File: config.mk
export PLATFORM = sky130hd
export DESIGN_NAME = button_click_classifier
export DESIGN_NICKNAME = d
export VERILOG_FILES = /design/src/design/bcc_pkg.sv /design/src/design/bcc_core.sv /design/src/design/button_click_classifier.sv
export SDC_FILE = /design/constraint.sdc
export NUM_CORES = 1
export LEC_CHECK = 0
export ABC_AREA = 1
export BUFFER_PORTS_ARGS = -buffer_cell sky130_fd_sc_hd__buf_4
export CAP_MARGIN = 15
export CORE_ASPECT_RATIO = 1.25
export CORE_MARGIN = 2
export CORE_UTILIZATION = 64
export DETAILED_ROUTE_END_ITERATION = 12
export GPL_TIMING_DRIVEN = 0
export PLACE_DENSITY = 0.95
export SLEW_MARGIN = 20
export SYNTH_ARGS = -nofsm -noshare
export SYNTH_HDL_FRONTEND = slang
export SYNTH_SLANG_ARGS = --single-unit
File: constraint.sdc
create_clock -name clk -period 4.87 [get_ports clk]
set_input_delay 0.2435 -clock clk [delete_from_list [all_inputs] [get_ports clk]]
set_output_delay 0.2435 -clock clk [all_outputs]
set_load 0.01 [all_outputs]
File: src/design/bcc_pkg.sv
package bcc_pkg;

  localparam int TickW = 16;
  localparam int CodeW = 8;

  localparam logic [CodeW-1:0] CODE_LONG      = 8'hFF;
  localparam logic [CodeW-1:0] CODE_MAX_COUNT = 8'd254;
  localparam logic [CodeW-1:0] CODE_FIRST     = 8'd1;

  typedef enum logic [1:0] {
    ACT_SAMPLE       = 2'd0,
    ACT_READ_PRESS   = 2'd1,
    ACT_READ_RELEASE = 2'd2,
    ACT_READ_CODE    = 2'd3
  } action_t;

  typedef enum logic {
    REG_MULTI_CLICK_WINDOW = 1'b0,
    REG_LONG_PRESS_LIMIT   = 1'b1
  } reg_idx_t;

  typedef struct packed {
    action_t          action;
    logic [TickW-1:0] tick_count;
    logic             pin_level;
  } item_t;

  typedef struct packed {
    logic             event_seen;
    logic [CodeW-1:0] read_value;
  } result_t;

  typedef struct packed {
    logic [TickW-1:0] multi_click_window;
    logic [TickW-1:0] long_press_limit;
  } cfg_t;

endpackage

File: src/design/bcc_core.sv
module bcc_core (
  input  logic            clk,
  input  logic            rst_n,
  input  logic            advance,
  input  bcc_pkg::item_t  item,
  input  bcc_pkg::cfg_t   cfg,
  output bcc_pkg::result_t result
);
  import bcc_pkg::*;

  logic             last_level_r, last_level_nxt;
  logic [TickW-1:0] press_time_r, press_time_nxt;
  logic [TickW-1:0] release_time_r, release_time_nxt;
  logic             press_flag_r, press_flag_nxt;
  logic             release_flag_r, release_flag_nxt;
  logic             expired_r, expired_nxt;
  logic [CodeW-1:0] click_code_r, click_code_nxt;

  logic [TickW-1:0] since_release;
  logic [TickW-1:0] since_press;
  logic             falling;
  logic             rising;

  assign since_release = item.tick_count - release_time_r;
  assign since_press   = item.tick_count - press_time_r;
  assign falling       = last_level_r && !item.pin_level;
  assign rising        = !last_level_r && item.pin_level;

  always_comb begin
    last_level_nxt   = last_level_r;
    press_time_nxt   = press_time_r;
    release_time_nxt = release_time_r;
    press_flag_nxt   = press_flag_r;
    release_flag_nxt = release_flag_r;
    expired_nxt      = expired_r;
    click_code_nxt   = click_code_r;
    result           = '0;
    unique case (item.action)
      ACT_SAMPLE: begin
        last_level_nxt = item.pin_level;
        if (falling) begin
          press_time_nxt   = item.tick_count;
          press_flag_nxt   = 1'b1;
          release_flag_nxt = 1'b0;
          if (expired_r) begin
            click_code_nxt = CODE_FIRST;
          end else if (click_code_r >= CODE_MAX_COUNT) begin
            click_code_nxt = CODE_MAX_COUNT;
          end else begin
            click_code_nxt = click_code_r + CODE_FIRST;
          end
          result.event_seen = 1'b1;
        end else if (rising) begin
          release_time_nxt  = item.tick_count;
          press_flag_nxt    = 1'b0;
          release_flag_nxt  = 1'b1;
          expired_nxt       = (click_code_r == CODE_LONG);
          result.event_seen = 1'b1;
        end else if (item.pin_level) begin
          if (since_release >= cfg.multi_click_window) begin
            expired_nxt       = 1'b1;
            result.event_seen = 1'b1;
          end
        end else begin
          if (since_press >= cfg.long_press_limit) begin
            click_code_nxt    = CODE_LONG;
            result.event_seen = 1'b1;
          end
        end
      end
      ACT_READ_PRESS: begin
        result.read_value = {{(CodeW-1){1'b0}}, press_flag_r};
        press_flag_nxt    = 1'b0;
      end
      ACT_READ_RELEASE: begin
        result.read_value = {{(CodeW-1){1'b0}}, release_flag_r};
        release_flag_nxt  = 1'b0;
      end
      ACT_READ_CODE: begin
        if (release_flag_r && expired_r) begin
          press_flag_nxt    = 1'b0;
          release_flag_nxt  = 1'b0;
          result.read_value = click_code_r;
        end
      end
      default: ;
    endcase
  end

  always_ff @(posedge clk) begin
    if (!rst_n) begin
      last_level_r   <= 1'b0;
      press_time_r   <= '0;
      release_time_r <= '0;
      press_flag_r   <= 1'b0;
      release_flag_r <= 1'b0;
      expired_r      <= 1'b0;
      click_code_r   <= '0;
    end else if (advance) begin
      last_level_r   <= last_level_nxt;
      press_time_r   <= press_time_nxt;
      release_time_r <= release_time_nxt;
      press_flag_r   <= press_flag_nxt;
      release_flag_r <= release_flag_nxt;
      expired_r      <= expired_nxt;
      click_code_r   <= click_code_nxt;
    end
  end

endmodule

File: src/design/button_click_classifier.sv
// One active-low push button classifier (press/release flags, multi-click count,
// long press). An item is registered on input, classified against the button
// state in a single combinational pass and held in an output register, so the
// block takes one item per clock; stalls on the output only hold the pipeline.
// Configuration writes are always ready.
module button_click_classifier (
  input  logic                       clk,
  input  logic                       rst_n,
  input  logic                       in_tvalid,
  output logic                       in_tready,
  input  logic [23:0]                in_tdata,   // tick_count[15:0], pin_level[16], zeros
  input  logic [1:0]                 in_tuser,   // action[1:0]
  output logic                       out_tvalid,
  input  logic                       out_tready,
  output logic [15:0]                out_tdata,  // event_seen[0], read_value[8:1], zeros
  input  logic                       cfg_valid,
  output logic                       cfg_ready,
  input  logic                       cfg_index,
  input  logic [bcc_pkg::TickW-1:0]  cfg_data
);
  import bcc_pkg::*;

  logic    in_valid_r;
  item_t   in_item_r;
  logic    out_valid_r;
  result_t out_res_r;
  result_t core_res;
  cfg_t    cfg_r;
  logic    advance;

  assign advance   = in_valid_r && (!out_valid_r || out_tready);
  assign in_tready = !in_valid_r || advance;
  assign cfg_ready = 1'b1;

  always_ff @(posedge clk) begin
    if (!rst_n) begin
      in_valid_r  <= 1'b0;
      out_valid_r <= 1'b0;
    end else begin
      if (in_tready) begin
        in_valid_r <= in_tvalid;
      end
      if (advance) begin
        out_valid_r <= 1'b1;
      end else if (out_tready) begin
        out_valid_r <= 1'b0;
      end
    end
  end

  always_ff @(posedge clk) begin
    if (in_tvalid && in_tready) begin
      in_item_r.action     <= action_t'(in_tuser);
      in_item_r.tick_count <= in_tdata[TickW-1:0];
      in_item_r.pin_level  <= in_tdata[TickW];
    end
    if (advance) begin
      out_res_r <= core_res;
    end
  end

  always_ff @(posedge clk) begin
    if (!rst_n) begin
      cfg_r.multi_click_window <= '1;
      cfg_r.long_press_limit   <= '1;
    end else if (cfg_valid && cfg_ready) begin
      unique case (reg_idx_t'(cfg_index))
        REG_MULTI_CLICK_WINDOW: cfg_r.multi_click_window <= cfg_data;
        REG_LONG_PRESS_LIMIT:   cfg_r.long_press_limit   <= cfg_data;
        default: ;
      endcase
    end
  end

  bcc_core u_core (
    .clk     (clk),
    .rst_n   (rst_n),
    .advance (advance),
    .item    (in_item_r),
    .cfg     (cfg_r),
    .result  (core_res)
  );

  assign out_tvalid = out_valid_r;
  assign out_tdata  = {7'd0, out_res_r.read_value, out_res_r.event_seen};

endmodule

Yosys cells after proc, flatten, opt, wreduce, memory -nomap -nowiden

Cells that the tools add are included.

Register bits after elaboration: 106
Bits in latches: 0
RAM bits: 0
Bits in read-only memories: 0
Bits of input ports: 48
Output and inout port bits: 19
Logic and storage cells: 84
Memories: 0

$add $sub $neg: 3
Multipliers: 0
Div/mod/pow operators: 0
Magnitude comparators: 3
Equal/unequal tests: 8
Shift operators: 0
Multiplexer cells: 25
Bitwise operators: 2
Reduce and logical (&&, ||, !) cells: 27

Operator list:

| operator                                                                 | number |
|---|---|
| 8-bit two-way mux                                                        | 7 |
| 16-bit >= comparator                                                     | 2 |
| 16-bit subtractor                                                        | 2 |
| 8-bit one-hot mux with 3 select lines                                    | 1 |
| 1-bit two-way mux                                                        | 15 |
| 4-bit AND reduction                                                      | 3 |
| 5-bit AND reduction                                                      | 2 |
| 8-bit by 1-bit adder with 8-bit output (second input constant)           | 1 |
| 8-bit == test (second input constant)                                    | 1 |
| 8-bit >= comparator (second input constant)                              | 1 |
| 2-bit nonzero test                                                       | 4 |
| 2-bit by 1-bit inequality test with 1-bit output (second input constant) | 3 |
| 1-bit one-hot mux with 3 select lines                                    | 2 |
| 2-bit AND reduction                                                      | 3 |
| 3-bit nonzero test                                                       | 2 |
| 1-bit logical AND                                                        | 5 |
| 2-bit == test (second input constant)                                    | 2 |
| 1-bit zero test                                                          | 4 |
| 3-bit by 1-bit inequality test with 1-bit output (second input constant) | 1 |
| 3-bit AND reduction                                                      | 1 |
| 2-bit by 1-bit == test with 1-bit output (second input constant)         | 1 |
| 2-bit zero test                                                          | 1 |
| 1-bit logical OR                                                         | 2 |
| 1-bit NOT                                                                | 2 |

Logic depth before layout (Yosys ltp)

Depth after elaboration: 6
Mapped depth: 22
Mapped depth without buffers: 22

By module

A second synthesis with hierarchy kept.

Cells, all modules: 839
Area total of the unflattened synthesis: 6,555.0 sq um

By module, submodules not included:

| module                  | times used | cells each | area an instance (sq um) | seq. area each (sq um) |
|---|---|---|---|---|
| bcc_core                | 1          | 646        | 4,306.6                  | 880.8 |
| button_click_classifier | 1          | 193        | 2,248.4                  | 1,521.5 |

Worst setup path before layout

Ideal clock, no wire load.

Kind: register to register
Start: register in_item_r[1] in the netlist's numbering
End: register out_res_r (netlist bit out_tdata[0]) (data pin)
Library setup time: 255 ps
Data arrival time: 2,624 ps
Data required time: 4,615 ps
Path slack: 1,991 ps
Cell stages (with the launch flop): 22
Buffers on the path: 1
Clock period less this slack: 2,879 ps
Path through: edfxtp_1 inv_1 ha_1 fa_1 o21ai_2 nand2_1 nand2_2 nand2_1 nand2_1 nand2_1 nand2_1 xor2_1 ha_1 nand2_1 inv_1 o21ai_0 a21oi_1 nor2_1 nand2_2 buf_6 nor2_1 nor2_1

Cells in the longest elaborated chain, start to end: 6
Elaborated cells between the ends (all ways): 9
Classes of those cells: add/sub (2); order compare (2); mux (5)

Ends and longest elaborated chain:

| item                                    | line                           | text |
|---|---|---|
| start, declared                         | button_click_classifier.sv:24  | `item_t in_item_r;` |
| 16-bit subtractor (on tied branches)    | bcc_core.sv:25, bcc_core.sv:24 |  |
| 16-bit >= comparator (on tied branches) | bcc_core.sv:65, bcc_core.sv:60 |  |
| 1-bit two-way mux (on tied branches)    | bcc_core.sv:65, bcc_core.sv:60 |  |
| 1-bit two-way mux *                     | bcc_core.sv:59                 | `end else if (item.pin_level) begin` |
| 1-bit two-way mux *                     | bcc_core.sv:53                 | `end else if (rising) begin` |
| 1-bit two-way mux *                     | bcc_core.sv:41                 | `if (falling) begin` |
| end signal, assigned                    | button_click_classifier.sv:58  | `out_res_r <= core_res;` |
| end, declared                           | button_click_classifier.sv:26  | `result_t out_res_r;` |

Mark *: on every way between the ends. The rest lies on a longest branch, timed or not.
A chain may end at the register's enable or synchronous reset.

Worst setup path in the final report

Same ends and word-level chain as after synthesis.

==> run_results.csv <==
group,metric,value,unit
drt,route.vias.total,5804,
cts,cts_tree,"built",
critical_path,worstSetupStartpoint,"in_item_r[1]",
cts,cts_buffers,9,
critical_path,max_stage_delay,0.42,ns
floorplanning,die_h,116,um
global_routing,grt_pass1_wl,25000,um
floorplanning,die_w,93.4,um
global_routing,grt_max_degree,20,
placed_design,finalWeightedCongestion,0.934,
worst_hold_path,hold_path.class,"input pin to register",
critical_path,crit_type,"register to register",
sta,skew,0.00734,ns
critical_path,cp_slowest_cell,"fa_1",
global_routing,grt_antenna_before_repair,0,
cells_and_area,nets,1003,
cells_and_area,n_antenna_cell,0,
yosys,yosys_warnings,0,
critical_path,start_kind,"register",
yosys,yosysSeqAreaShare,0.376,
critical_path,cp_data_arrival_time,3.48,ns
sta,hold_violations,0,
cts,clock_latency,0.35,ns
critical_path,crit_path_frequent_cell,"nand2_1",
critical_path,path_max_fanout,10,
critical_path,rr_endpoint,"out_tdata[0]",
flow_run,drv_cap,0,
outcome,outcome,"finished, final reports clean",
critical_path,rr_worst_depth,21,
cells_and_area,fin_util,0.753,
cts,clock-sinks,106,
critical_path,critPathBufInv,3,
cts,ctsHoldBuffers,0,
critical_path,endpoint,"out_tdata[0]",
sta,fin_crit_sh,0.691,
pwr,p_total,2.13,mW
placed_design,port_buffers,50,
drt,drt_wl_total,15400,um
floorplanning,ioPinCount,67,
yosys,synth_cells,822,
sta,slew_headroom,0.481,
sta,period_needed,3.36,ns
global_routing,grt-ovfl-total,0,
critical_path,regToRegStartpoint,"in_item_r[1]",
cells_and_area,final_common_cell,"nand2_1",
drt,drtIter0Drc,346,
cells_and_area,final_cell_mix,"nand2_1, inv_1, a21oi_1, dfxtp_1, ha_1",
placed_design,place_area,6940,um^2
cts,post_cts_buffers,0,
yosys,synth.distinct_cells,41,
placed_design,hpwl,11400,um
yosys,syn_area,6390,um^2
cells_and_area,stdcell_area,7270,um^2
cts,cts_root_buf,"clkbuf_16",
floorplanning,die_area,10800,um^2
sta,report.final.setup_viol,0,
cts,ctsResizeCount,0,
cts,clock_path_buffers,2,
cells_and_area,fillers,681,
drt,routed_via_density,5.69,
drt,route.detailed.drc,0,
drt,routedWlPerCell,15.1,um
global_routing,grt_pass1_vias,5484,
critical_path,path_cells,"inv_1 -> ha_1 -> fa_1 -> o21ai_2 -> nand2_1 -> nand2_2 -> nand2_1 -> nand2_1 -> nand2_1 -> nand2_1 -> xor2_1 -> ha_1 -> nand2_1 -> inv_1 -> o21ai_0 -> a21oi_1 -> nor2_1 -> nand2_2 -> buf_6 -> nor2_1 -> nor2_1",
pwr,powerDensity,293,nW/um^2
floorplanning,core-area,9660,um^2
global_routing,grt_usage,0.295,
sta,hold_ws,0.0596,ns
critical_path,critPathCaptureType,"register",
drt,postRouteAntennaNets,0,
floorplanning,num_rows,40,
critical_path,cp.required,4.98,ns
sta,tns,0,ns
yosys,syn_avg_cell_area,7.77,um^2
sta,slew_violations,0,
critical_path,cp_num_cells,21,
worst_hold_path,hp-start,"in_tdata[7]",
sta,worstMarginPinSlew,0.777,ns
pwr,max-vdd-ir-drop,0.222,mV
sta,fmax,0.297,GHz
drt,firstDrtPassIters,6,
cells_and_area,area_growth,13.8,%
critical_path,crit_family,"simple AND/OR/NAND/NOR gates",
cells_and_area,drive_gt1_frac,0.114,
cts,clk_pin_slew_worst_paths,0.07,ns
critical_path,rrSetupSlack,1.51,ns
sta,rsz0062_at_grt,"no",
yosys,synth-seq-cells,106,
cts,cts_max_level,3,
floorplanning,initial_utilization,0.661,
pwr,leakagePower,3.46,nW
==> worst min-delay path by stage <==
| stage | endpoint | slack, ns | cells after the start |
|---|---|---|---|
| 2_1_floorplan | in_item_r[0] | 0.34 | 0 |
| 3_3_place_gp | in_item_r[0] | 0.42 | 1 |
| 3_5_place_dp | in_item_r[12] | 0.42 | 1 |
| 4_1_cts | in_item_r[8] | 0.06 | 1 |
| 5_1_grt | in_item_r[11] | 0.06 | 1 |
| 6_report | in_item_r[8] | 0.06 | 1 |
==> registers in the layout, indices dropped and copies added (netlist names) <==
signal	flops
cfg_r	32
in_item_r	19
u_core.press_time_r	16
u_core.release_time_r	16
out_tdata	9
u_core.click_code_r	8
in_valid_r	1
out_tvalid	1
u_core.expired_r	1
u_core.last_level_r	1
u_core.press_flag_r	1
u_core.release_flag_r	1
==> per-layer routing <==
layer | up-vias | global-route usage | part of all wire
li1 | 2847 | - | -
met1 | 2668 | 0.342 | 0.40
met2 | 228 | 0.525 | 0.50
met3 | 61 | 0.0468 | 0.055
met4 | 0 | 0.149 | 0.046
met5 | - | 0 | 0
==> cell families after synthesis <==
| kind of cell | after synthesis | synth area share |
|---|---|---|
| other | 2 | 0.00118 |
| AO/OA/AOI/OAI | 189 | 0.168 |
| flip-flops | 106 | 0.376 |
| AND/OR/NAND/NOR | 279 | 0.184 |
| buffers and inverters | 154 | 0.103 |
| adder cells (fa/ha/maj) | 66 | 0.132 |
| XOR/XNOR | 26 | 0.0357 |
==> metrics by stage <==
stage	std cells	worst slack, ns
2_1_floorplan	828	1.99
3_3_place_gp	1004	1.63
3_5_place_dp	1004	1.57
4_1_cts	1020	1.55
5_1_grt	1020	1.30
6_report	1020	1.51
==> synthesized netlist by cell type <==
library cell | count | area (um^2)
nand2_4 | 1 | 11.3
a21boi_1 | 1 | 7.51
a31oi_1 | 2 | 12.5
nor2_2 | 2 | 12.5
o21bai_1 | 1 | 7.51
and2_1 | 2 | 12.5
xnor2_1 | 7 | 61.3
dfxtp_1 | 78 | 1560
nand3_1 | 39 | 195
o21ai_1 | 10 | 50.1
nand2_1 | 159 | 597
o21ai_0 | 49 | 245
nor2_8 | 1 | 20.0
nor2_4 | 2 | 22.5
nand3b_1 | 2 | 15.0
a21o_1 | 2 | 15.0
nor3_1 | 2 | 10.0
conb_1 | 2 | 7.51
clkbuf_1 | 12 | 45.0
a21oi_1 | 82 | 410
a211oi_1 | 3 | 22.5
o211ai_1 | 31 | 233
o31ai_1 | 1 | 7.51
a21boi_2 | 1 | 11.3
inv_1 | 121 | 454
nor2_1 | 62 | 233
buf_2 | 1 | 5.00
xor2_1 | 19 | 166
buf_4 | 9 | 67.6
ha_1 | 64 | 801
buf_6 | 5 | 56.3
nand4_1 | 4 | 25.0
edfxtp_1 | 28 | 841
nand2_2 | 2 | 12.5
fa_1 | 2 | 40.0
inv_2 | 2 | 7.51
a21oi_2 | 2 | 17.5
o21ai_2 | 4 | 35.0
buf_1 | 1 | 3.75
nor3_2 | 1 | 10.0
inv_4 | 3 | 18.8
==> report_power, final <==
| group | total (mW) | internal, mW | switching [mW] | leakage [nW] |
|---|---|---|---|---|
| Clock | 0.790 | 0.451 | 0.339 | 0.162 |
| Sequential | 0.963 | 0.940 | 0.0231 | 0.909 |
| Combinational | 0.376 | 0.147 | 0.228 | 2.39 |
==> worst register-to-register path, cell delays in order, from the launching register on <==
cell and delay [ns]:
edfxtp_1 0.32, inv_1 0.11, ha_1 0.26, fa_1 0.43, o21ai_2 0.23, nand2_1 0.09, nand2_2 0.09, nand2_1 0.06
nand2_1 0.10, nand2_1 0.06, nand2_1 0.07, xor2_1 0.21, ha_1 0.26, nand2_1 0.06, inv_1 0.04, o21ai_0 0.06
a21oi_1 0.08, nor2_1 0.12, nand2_2 0.15, buf_6 0.18, nor2_1 0.10, nor2_1 0.06
==> area by class of cell <==
type | instances | area, um^2 | area share
clock inverter | 5 | 65.1 | 0.00895
multi-input combinational | 568 | 3350 | 0.461
tap | 126 | 158 | 0.0217
inverter | 126 | 480 | 0.0661
clock buffer | 11 | 264 | 0.0363
timing repair buffer | 50 | 375 | 0.0516
sequential | 106 | 2400 | 0.330
buffer | 28 | 178 | 0.0244
Power figures use the tool's default switching activity.
